### src/hw/rtl/fld_pkg.sv
// ----------------------------------------------------------------------------
// fld_pkg
// Shared types and constants of the fixed-length packet deframer.
// ----------------------------------------------------------------------------
package fld_pkg;

  // field widths
  localparam int BYTE_W  = 8;
  localparam int LEN_W   = 5;
  localparam int IDX_W   = 4;
  localparam int CFG_A_W = 2;

  // default store depth
  localparam int MAX_PAYLOAD_DEF = 16;

  // register reset values
  localparam logic [BYTE_W-1:0] HEADER_RST  = 8'hA5;
  localparam logic [BYTE_W-1:0] TRAILER_RST = 8'h5A;
  localparam logic [LEN_W-1:0]  LENGTH_RST  = 5'd11;

  // configuration register indexes
  typedef enum logic [CFG_A_W-1:0] {
    CFG_HEADER  = 2'd0,
    CFG_TRAILER = 2'd1,
    CFG_LENGTH  = 2'd2
  } cfg_index_t;

  // deframer phases
  typedef enum logic [1:0] {
    ST_HUNT    = 2'd0,
    ST_COLLECT = 2'd1,
    ST_WAIT    = 2'd2,
    ST_DRAIN   = 2'd3
  } fld_state_t;

  // read request from the control to the output stage
  typedef struct packed {
    logic             issue;
    logic [IDX_W-1:0] index;
    logic             last;
  } rd_meta_t;

endpackage

### src/hw/rtl/fld_if.sv
// ----------------------------------------------------------------------------
// fld_if
// Valid/ready channels for received bytes and for payload results.
// ----------------------------------------------------------------------------
interface fld_in_if;
  logic       valid;
  logic       ready;
  logic [7:0] rx_byte;

  modport source (output valid, output rx_byte, input ready);
  modport sink (input valid, input rx_byte, output ready);
endinterface

interface fld_out_if;
  logic       valid;
  logic       ready;
  logic [7:0] payload_byte;
  logic [3:0] payload_index;
  logic       last;

  modport source (output valid, output payload_byte, output payload_index, output last,
                  input ready);
  modport sink (input valid, input payload_byte, input payload_index, input last,
                output ready);
endinterface

### src/hw/rtl/fld_mem.sv
// ----------------------------------------------------------------------------
// fld_mem
// Payload store: one write port, one read port, registered read data.
// ----------------------------------------------------------------------------
module fld_mem #(
  parameter int DEPTH  = fld_pkg::MAX_PAYLOAD_DEF,
  parameter int ADDR_W = 4
) (
  input  logic                      clk,
  input  logic                      wr_en,
  input  logic [ADDR_W-1:0]         wr_addr,
  input  logic [fld_pkg::BYTE_W-1:0] wr_data,
  input  logic                      rd_en,
  input  logic [ADDR_W-1:0]         rd_addr,
  output logic [fld_pkg::BYTE_W-1:0] rd_data
);
  import fld_pkg::*;

  logic [BYTE_W-1:0] mem [DEPTH];
  logic [BYTE_W-1:0] rd_data_r;

  // write port
  always_ff @(posedge clk) begin
    if (wr_en) begin
      mem[wr_addr] <= wr_data;
    end
  end

  // read port
  always_ff @(posedge clk) begin
    if (rd_en) begin
      rd_data_r <= mem[rd_addr];
    end
  end

  assign rd_data = rd_data_r;

endmodule

### src/hw/rtl/fld_ctrl.sv
// ----------------------------------------------------------------------------
// fld_ctrl
// Header hunt, payload collection, trailer wait and store read sequencing.
// ----------------------------------------------------------------------------
module fld_ctrl #(
  parameter int MAX_PAYLOAD = fld_pkg::MAX_PAYLOAD_DEF,
  parameter int ADDR_W      = 4,
  parameter int CNT_W       = 5
) (
  input  logic                        clk,
  input  logic                        rst_n,
  // configuration
  input  logic                        cfg_we,
  input  logic [fld_pkg::CFG_A_W-1:0] cfg_index,
  input  logic [fld_pkg::BYTE_W-1:0]  cfg_wdata,
  // received bytes
  fld_in_if.sink                      in_chan,
  // store ports
  output logic                        mem_we,
  output logic [ADDR_W-1:0]           mem_waddr,
  output logic [fld_pkg::BYTE_W-1:0]  mem_wdata,
  output logic                        mem_re,
  output logic [ADDR_W-1:0]           mem_raddr,
  // output stage
  output fld_pkg::rd_meta_t           rd_meta,
  input  logic                        slot_free
);
  import fld_pkg::*;

  localparam int LW = (CNT_W > LEN_W) ? CNT_W : LEN_W;
  localparam logic [LW-1:0]    MAX_L = LW'(MAX_PAYLOAD);
  localparam logic [CNT_W-1:0] MAX_C = CNT_W'(MAX_PAYLOAD);

  fld_state_t        state_r, state_nxt;
  logic [CNT_W-1:0]  count_r, count_nxt;
  logic [CNT_W-1:0]  rd_idx_r, rd_idx_nxt;
  logic [BYTE_W-1:0] header_r, trailer_r;
  logic [LEN_W-1:0]  length_r;

  logic              accept;
  logic              issue;
  logic              count_full;
  logic [CNT_W-1:0]  count_inc;
  logic [CNT_W-1:0]  count_new;
  logic [CNT_W-1:0]  rd_idx_inc;
  logic [LW-1:0]     len_l;
  logic [LW-1:0]     eff_len;
  logic              collect_done;

  // configuration registers
  always_ff @(posedge clk) begin
    if (!rst_n) begin
      header_r  <= HEADER_RST;
      trailer_r <= TRAILER_RST;
      length_r  <= LENGTH_RST;
    end else if (cfg_we) begin
      case (cfg_index)
        CFG_HEADER:  header_r  <= cfg_wdata;
        CFG_TRAILER: trailer_r <= cfg_wdata;
        CFG_LENGTH:  length_r  <= cfg_wdata[LEN_W-1:0];
        default:     ;
      endcase
    end
  end

  // effective length: zero means one, clamp to store depth
  always_comb begin
    len_l = LW'(length_r);
    if (length_r == '0) begin
      eff_len = LW'(1);
    end else if (len_l > MAX_L) begin
      eff_len = MAX_L;
    end else begin
      eff_len = len_l;
    end
  end

  assign count_full   = (count_r == MAX_C);
  assign count_inc    = count_r + CNT_W'(1);
  assign count_new    = count_full ? count_r : count_inc;
  assign collect_done = (LW'(count_new) >= eff_len);
  assign rd_idx_inc   = rd_idx_r + CNT_W'(1);
  assign accept       = in_chan.valid && in_chan.ready;
  assign issue        = (state_r == ST_DRAIN) && slot_free;

  // next state
  always_comb begin
    state_nxt = state_r;
    case (state_r)
      ST_HUNT: begin
        if (accept && in_chan.rx_byte == header_r) begin
          state_nxt = ST_COLLECT;
        end
      end
      ST_COLLECT: begin
        if (accept && collect_done) begin
          state_nxt = ST_WAIT;
        end
      end
      ST_WAIT: begin
        if (accept && in_chan.rx_byte == trailer_r) begin
          state_nxt = ST_DRAIN;
        end
      end
      ST_DRAIN: begin
        if (issue && rd_idx_inc == count_r) begin
          state_nxt = ST_HUNT;
        end
      end
      default: state_nxt = ST_HUNT;
    endcase
  end

  // outputs: input stall during drain keeps writes and reads apart
  always_comb begin
    in_chan.ready = (state_r != ST_DRAIN);
    mem_we        = accept && (state_r == ST_COLLECT) && !count_full;
    mem_waddr     = count_r[ADDR_W-1:0];
    mem_wdata     = in_chan.rx_byte;
    mem_re        = issue;
    mem_raddr     = rd_idx_r[ADDR_W-1:0];
    rd_meta.issue = issue;
    rd_meta.index = IDX_W'(rd_idx_r);
    rd_meta.last  = (rd_idx_inc == count_r);
  end

  // byte count and read index
  always_comb begin
    count_nxt  = count_r;
    rd_idx_nxt = rd_idx_r;
    if (accept && state_r == ST_HUNT && in_chan.rx_byte == header_r) begin
      count_nxt = '0;
    end
    if (accept && state_r == ST_COLLECT) begin
      count_nxt = count_new;
    end
    if (accept && state_r == ST_WAIT) begin
      rd_idx_nxt = '0;
    end
    if (issue) begin
      rd_idx_nxt = rd_idx_inc;
    end
  end

  always_ff @(posedge clk) begin
    if (!rst_n) begin
      state_r  <= ST_HUNT;
      count_r  <= '0;
      rd_idx_r <= '0;
    end else begin
      state_r  <= state_nxt;
      count_r  <= count_nxt;
      rd_idx_r <= rd_idx_nxt;
    end
  end

endmodule

### src/hw/rtl/fld_out.sv
// ----------------------------------------------------------------------------
// fld_out
// Output stage: tracks the read in flight and holds the result request.
// ----------------------------------------------------------------------------
module fld_out (
  input  logic                       clk,
  input  logic                       rst_n,
  input  fld_pkg::rd_meta_t          rd_meta,
  input  logic [fld_pkg::BYTE_W-1:0] rd_data,
  output logic                       slot_free,
  fld_out_if.source                  out_chan
);
  import fld_pkg::*;

  logic              pending_r;
  logic [IDX_W-1:0]  pend_index_r;
  logic              pend_last_r;
  logic              out_valid_r;
  logic [BYTE_W-1:0] out_byte_r;
  logic [IDX_W-1:0]  out_index_r;
  logic              out_last_r;

  // a new read may start when nothing is in flight and the slot empties
  assign slot_free = !pending_r && (!out_valid_r || out_chan.ready);

  // read in flight
  always_ff @(posedge clk) begin
    if (!rst_n) begin
      pending_r <= 1'b0;
    end else begin
      pending_r <= rd_meta.issue;
    end
  end

  always_ff @(posedge clk) begin
    if (rd_meta.issue) begin
      pend_index_r <= rd_meta.index;
      pend_last_r  <= rd_meta.last;
    end
  end

  // result register
  always_ff @(posedge clk) begin
    if (!rst_n) begin
      out_valid_r <= 1'b0;
    end else if (pending_r) begin
      out_valid_r <= 1'b1;
    end else if (out_chan.ready) begin
      out_valid_r <= 1'b0;
    end
  end

  always_ff @(posedge clk) begin
    if (pending_r) begin
      out_byte_r  <= rd_data;
      out_index_r <= pend_index_r;
      out_last_r  <= pend_last_r;
    end
  end

  assign out_chan.valid         = out_valid_r;
  assign out_chan.payload_byte  = out_byte_r;
  assign out_chan.payload_index = out_index_r;
  assign out_chan.last          = out_last_r;

endmodule

### src/hw/rtl/fixed_length_packet_deframer.sv
// The first payload request passes the drain state, the store read register
// and the result register after the trailer is accepted. Throughput: one
// received byte per cycle outside a drain, where input is stalled; a drain
// reads a new request only with no read in flight and a free output slot.
// Synchronous active-low reset returns to header hunt and restores register
// defaults; store contents are not cleared.
// ----------------------------------------------------------------------------
// fixed_length_packet_deframer
// Top level: hunts a header, stores a fixed-length payload, releases it on
// the trailer as a run of requests with the final one marked.
// ----------------------------------------------------------------------------
module fixed_length_packet_deframer #(
  parameter int MAX_PAYLOAD = fld_pkg::MAX_PAYLOAD_DEF
) (
  input  logic                        clk,
  input  logic                        rst_n,
  input  logic                        cfg_we,
  input  logic [fld_pkg::CFG_A_W-1:0] cfg_index,
  input  logic [fld_pkg::BYTE_W-1:0]  cfg_wdata,
  fld_in_if.sink                      in_chan,
  fld_out_if.source                   out_chan
);
  import fld_pkg::*;

  localparam int ADDR_W = (MAX_PAYLOAD > 1) ? $clog2(MAX_PAYLOAD) : 1;
  localparam int CNT_W  = $clog2(MAX_PAYLOAD + 1);

  logic              mem_we;
  logic [ADDR_W-1:0] mem_waddr;
  logic [BYTE_W-1:0] mem_wdata;
  logic              mem_re;
  logic [ADDR_W-1:0] mem_raddr;
  logic [BYTE_W-1:0] mem_rdata;
  rd_meta_t          rd_meta;
  logic              slot_free;

  // control sequencer
  fld_ctrl #(
    .MAX_PAYLOAD (MAX_PAYLOAD),
    .ADDR_W      (ADDR_W),
    .CNT_W       (CNT_W)
  ) u_ctrl (
    .clk       (clk),
    .rst_n     (rst_n),
    .cfg_we    (cfg_we),
    .cfg_index (cfg_index),
    .cfg_wdata (cfg_wdata),
    .in_chan   (in_chan),
    .mem_we    (mem_we),
    .mem_waddr (mem_waddr),
    .mem_wdata (mem_wdata),
    .mem_re    (mem_re),
    .mem_raddr (mem_raddr),
    .rd_meta   (rd_meta),
    .slot_free (slot_free)
  );

  // payload store
  fld_mem #(
    .DEPTH  (MAX_PAYLOAD),
    .ADDR_W (ADDR_W)
  ) u_mem (
    .clk     (clk),
    .wr_en   (mem_we),
    .wr_addr (mem_waddr),
    .wr_data (mem_wdata),
    .rd_en   (mem_re),
    .rd_addr (mem_raddr),
    .rd_data (mem_rdata)
  );

  // output stage
  fld_out u_out (
    .clk       (clk),
    .rst_n     (rst_n),
    .rd_meta   (rd_meta),
    .rd_data   (mem_rdata),
    .slot_free (slot_free),
    .out_chan  (out_chan)
  );

endmodule

### src/flat_wrapper.sv
// flat-port wrapper written by rule: the top's interface ports become plain ports
module fixed_length_packet_deframer_flat import fld_pkg::*;
#(
  parameter int MAX_PAYLOAD = fld_pkg::MAX_PAYLOAD_DEF
)
  (clk, rst_n, cfg_we, cfg_index, cfg_wdata, in_chan_valid, in_chan_rx_byte, in_chan_ready, out_chan_valid, out_chan_payload_byte, out_chan_payload_index, out_chan_last, out_chan_ready);
  fld_in_if in_chan_i ();
  fld_out_if out_chan_i ();
  input  logic clk;
  input  logic rst_n;
  input  logic cfg_we;
  input  logic [fld_pkg::CFG_A_W-1:0] cfg_index;
  input  logic [fld_pkg::BYTE_W-1:0] cfg_wdata;
  input wire logic [$bits(in_chan_i.valid)-1:0] in_chan_valid;
  input wire logic [$bits(in_chan_i.rx_byte)-1:0] in_chan_rx_byte;
  output wire logic [$bits(in_chan_i.ready)-1:0] in_chan_ready;
  output wire logic [$bits(out_chan_i.valid)-1:0] out_chan_valid;
  output wire logic [$bits(out_chan_i.payload_byte)-1:0] out_chan_payload_byte;
  output wire logic [$bits(out_chan_i.payload_index)-1:0] out_chan_payload_index;
  output wire logic [$bits(out_chan_i.last)-1:0] out_chan_last;
  input wire logic [$bits(out_chan_i.ready)-1:0] out_chan_ready;
  assign in_chan_i.valid = in_chan_valid;
  assign in_chan_i.rx_byte = in_chan_rx_byte;
  assign in_chan_ready = in_chan_i.ready;
  assign out_chan_valid = out_chan_i.valid;
  assign out_chan_payload_byte = out_chan_i.payload_byte;
  assign out_chan_payload_index = out_chan_i.payload_index;
  assign out_chan_last = out_chan_i.last;
  assign out_chan_i.ready = out_chan_ready;
  fixed_length_packet_deframer #(.MAX_PAYLOAD(MAX_PAYLOAD)) u_core (.clk(clk), .rst_n(rst_n), .cfg_we(cfg_we), .cfg_index(cfg_index), .cfg_wdata(cfg_wdata), .in_chan(in_chan_i), .out_chan(out_chan_i));
endmodule
### config.mk
export PLATFORM = sky130hd
export DESIGN_NAME = fixed_length_packet_deframer_flat
export DESIGN_NICKNAME = d
export VERILOG_FILES = /design/src/hw/rtl/fld_pkg.sv /design/src/hw/rtl/fld_if.sv /design/src/hw/rtl/fld_mem.sv /design/src/hw/rtl/fld_ctrl.sv /design/src/hw/rtl/fld_out.sv /design/src/hw/rtl/fixed_length_packet_deframer.sv /design/src/flat_wrapper.sv
export SDC_FILE = /design/constraint.sdc
export NUM_CORES = 1
export LEC_CHECK = 0
export ABC_AREA = 1
export BUFFER_PORTS_ARGS = -buffer_cell sky130_fd_sc_hd__buf_2
export CORE_MARGIN = 2
export CORE_UTILIZATION = 52
export DETAILED_ROUTE_END_ITERATION = 7
export PLACE_DENSITY = 0.69
export SLEW_MARGIN = 20
export SYNTH_ARGS = -nofsm -noshare
export SYNTH_HDL_FRONTEND = slang
export SYNTH_SLANG_ARGS = --single-unit
### constraint.sdc
create_clock -name clk -period 6.1 [get_ports clk]
set_input_delay 0.305 -clock clk [delete_from_list [all_inputs] [get_ports clk]]
set_output_delay 0.305 -clock clk [all_outputs]
set_load 0.005 [all_outputs]
==> qor.yml <==
clk_pin_slew_worst_paths_ps: 70
io_buffer_count: 37
fin_cells: 920
worstPathCellList: "buf_4, inv_2, nand2_1, nand2_1, nor2_1, nand3_1, nor2_2, nand4_2, nand2_2, nand3_2, nand2_1, inv_1, nor2_1"
antenna_found_initial: 0
worstReg2RegEnd: "u_core.u_ctrl.state_r[0]"
slew-limit-headroom_pct: 42.7
final-seq-area_mm2: 0.00533
grt_pass1_vias: 5084
nFillCells: 1184
ys_seq_elements: 189
cts_hold_buf: 0
slowest_delay_ps: 800
via_per_inst: 5.88
postLayoutCoreUtil_pct: 59.0
synth_cell_types: 42
critPathArrivalTime_ps: 3250
place_inst: 888
min_from: "cfg_wdata[6]"
ios: 38
hold_viol: 0
syn_inst: 690
syn_area_mm2: 0.00805
outcome: "finished, final reports clean"
dieHeight_um: 128
tns_ps: 0
nets: 756
dp_hpwl_um: 11400
fp-row-count: 45
grt_overflow: 0
multiInputGateArea_mm2: 0.00234
grt_pass1_wl_um: 27900
worstHoldEndpoint: "u_core.u_ctrl.trailer_r[6]"
crit_top_cell: "nand2_1"
clk_latency_ps: 430
crit_fanout: 44
maxCapViolations: 0
r2r-start: "u_core.u_ctrl.rd_idx_r[0]"
post_cts_resized: 0
wl_per_cell_um: 19.3
synthArstFlopShare_pct: 0
worstSetupPathType: "reg -> reg"
firstDrtPassIters: 5
drc: 0
first_iter_violations: 678
setup_viol: 0
core-area_mm2: 0.0151
syn_nets: 727
n_antenna_cell: 0
avgSynthCellArea_um2: 11.7
ff2ff_path_depth: 13
numCtsBuffers: 17
vias: 5412
cp.required_ps: 6470
grt_setup_unrepaired: "no"
cts_setup_buffers: 0
cp_top_family: "buffers and inverters"
leakagePower_uw: 0.00314
syn_to_final_growth_pct: 11.0
die_area_mm2: 0.0165
ir_worst_vdd_mv: 0.211
start_util_pct: 53.2
grt_use_total_pct: 22.6
synth_edf_count: 154
drive_gt1_share_pct: 13.4
crit_slowest_cell: "dfxtp_2"
yosysWarnings: 0
worst_pin_slew_ps: 857
die_w_um: 128
grt_start_max_net_pins: 70
skew_ps: 7.38
clk_path_buf_depth: 2
fin_crit_sh_pct: 47.2
max_freq_mhz: 347
holdPathStages: 3
min_path_type: "in -> reg"
reg2reg_slack_ps: 3220
ys_seq_area_share_pct: 66.1
cp_num_buf_inv: 3
start_kind: "register"
totalPowerFinal_uw: 2860
htreeDepth: 4
antenna_left: 0
slew_violations: 0
routabilityCongestion: 0.834
fin_crit_ps: 2880
cts_tree: "yes"
cellPowerDensity_mw_per_mm2: 320
cts.sinks: 189
routed_wirelength_um: 17700
endpoint_kind: "register"
root_buffer: "clkbuf_16"
synth_ff_type: "edfxtp_1"
==> worst max-delay path by stage <==
stage                                    from                       end  cells past startpoint  slack, ps
global route        u_core.u_ctrl.rd_idx_r[0]  u_core.u_ctrl.state_r[0]                     13       3000
floorplan            u_core.u_ctrl.state_r[0]   u_core.u_mem.mem[11][0]                      8       3920
finish              u_core.u_ctrl.rd_idx_r[0]  u_core.u_ctrl.state_r[0]                     13       3220
global placement     u_core.u_ctrl.state_r[0]    u_core.u_mem.mem[7][0]                      8       3320
CTS                 u_core.u_ctrl.rd_idx_r[0]  u_core.u_ctrl.state_r[0]                     13       3270
detailed placement  u_core.u_ctrl.rd_idx_r[0]  u_core.u_ctrl.state_r[0]                     13       3270
==> kinds of logic (layout without fill, tap and decap cells) <==
logic type	after synthesis	after routing	synth area share, %
compound gates	109	109	8.72
xor+xnor	9	9	0.979
fa+ha+maj	14	14	2.18
buf+inv	85	127	4.99
flops	189	189	66.1
mux	21	21	2.61
simple gates	263	263	14.4
==> cells in the final DEF (no fill, tap or decap), drive strengths merged, types with 11 or more instances in the layout <==
master  synthesis  routed
inv            55      58
nand4          11      11
mux2i          21      21
o21ai          46      46
edfxtp        154     154
nor2           99      99
dfxtp          35      35
o211ai         13      13
nand3          36      36
clkbuf         11      18
nand2         103     103
buf            16      39
a21oi          16      16
o221ai         21      21
ha             14      14
==> Yosys cell counts, types with 9 or more instances <==
library cell  instances  area (um^2)
a21oi_1              16         80.1
clkbuf_1             11         41.3
dfxtp_1              35          701
edfxtp_1            154         4620
ha_1                 14          175
inv_1                49          184
mux2i_1              21          210
nand2_1              96          360
nand3_1              35          175
nand4_1               9         56.3
nor2_1               96          360
o211ai_1             13         97.6
o21ai_0              46          230
o221ai_1             21          184
o32ai_1               9         78.8
==> report_power, final <==
part,switching (uW),internal [uW],total (uW)
sequential,27.4,1430,1460
combinational,158,80.5,239
clock,476,688,1160
total,662,2200,2860
==> sequential cells by signal, summed over array words and instances, names as in the netlist, 4 cells and up <==
name	cells
u_core.u_ctrl.rd_idx_r	5
u_core.u_out.pend_index_r	4
u_core.u_mem.mem	128
u_core.u_out.out_chan.payload_byte	8
u_core.u_ctrl.header_r	8
u_core.u_ctrl.count_r	5
u_core.u_mem.rd_data	8
u_core.u_out.out_chan.payload_index	4
u_core.u_ctrl.trailer_r	8
u_core.u_ctrl.len_l	5
==> worst min-delay path: stages <==
cell and delay [ps]:
buf_2 90, nand2_1 50, nand3_1 70
==> cell type report <==
type / instances / share of cell area [%]
clock buffer: 18 / 4.80
tap: 188 / 2.63
timing repair buffer: 39 / 2.24
clock inverter: 14 / 2.13
sequential: 189 / 59.6
multi-input combinational: 416 / 26.2
inverter: 56 / 2.35
==> layer usage <==
layer / part of all wire [%] / vias to the layer above / GRT usage, %
met5: 0 / - / 0
met4: 1.8 / 0 / 8.14
met3: 5.9 / 29 / 3.99
met2: 48 / 229 / 35.2
met1: 45 / 2635 / 32.4
li1: - / 2519 / -
==> metrics by stage <==
step	hold slack, ps	instance area, um^2	setup slack, ps
after CTS	100	8930	3270
after global routing	125	8940	3000
after global placement	404	8300	3320
after floorplan	400	8050	3920
after detailed placement	405	8310	3270
final	113	8940	3220
Note: power is estimated with default switching activity, not from simulation.
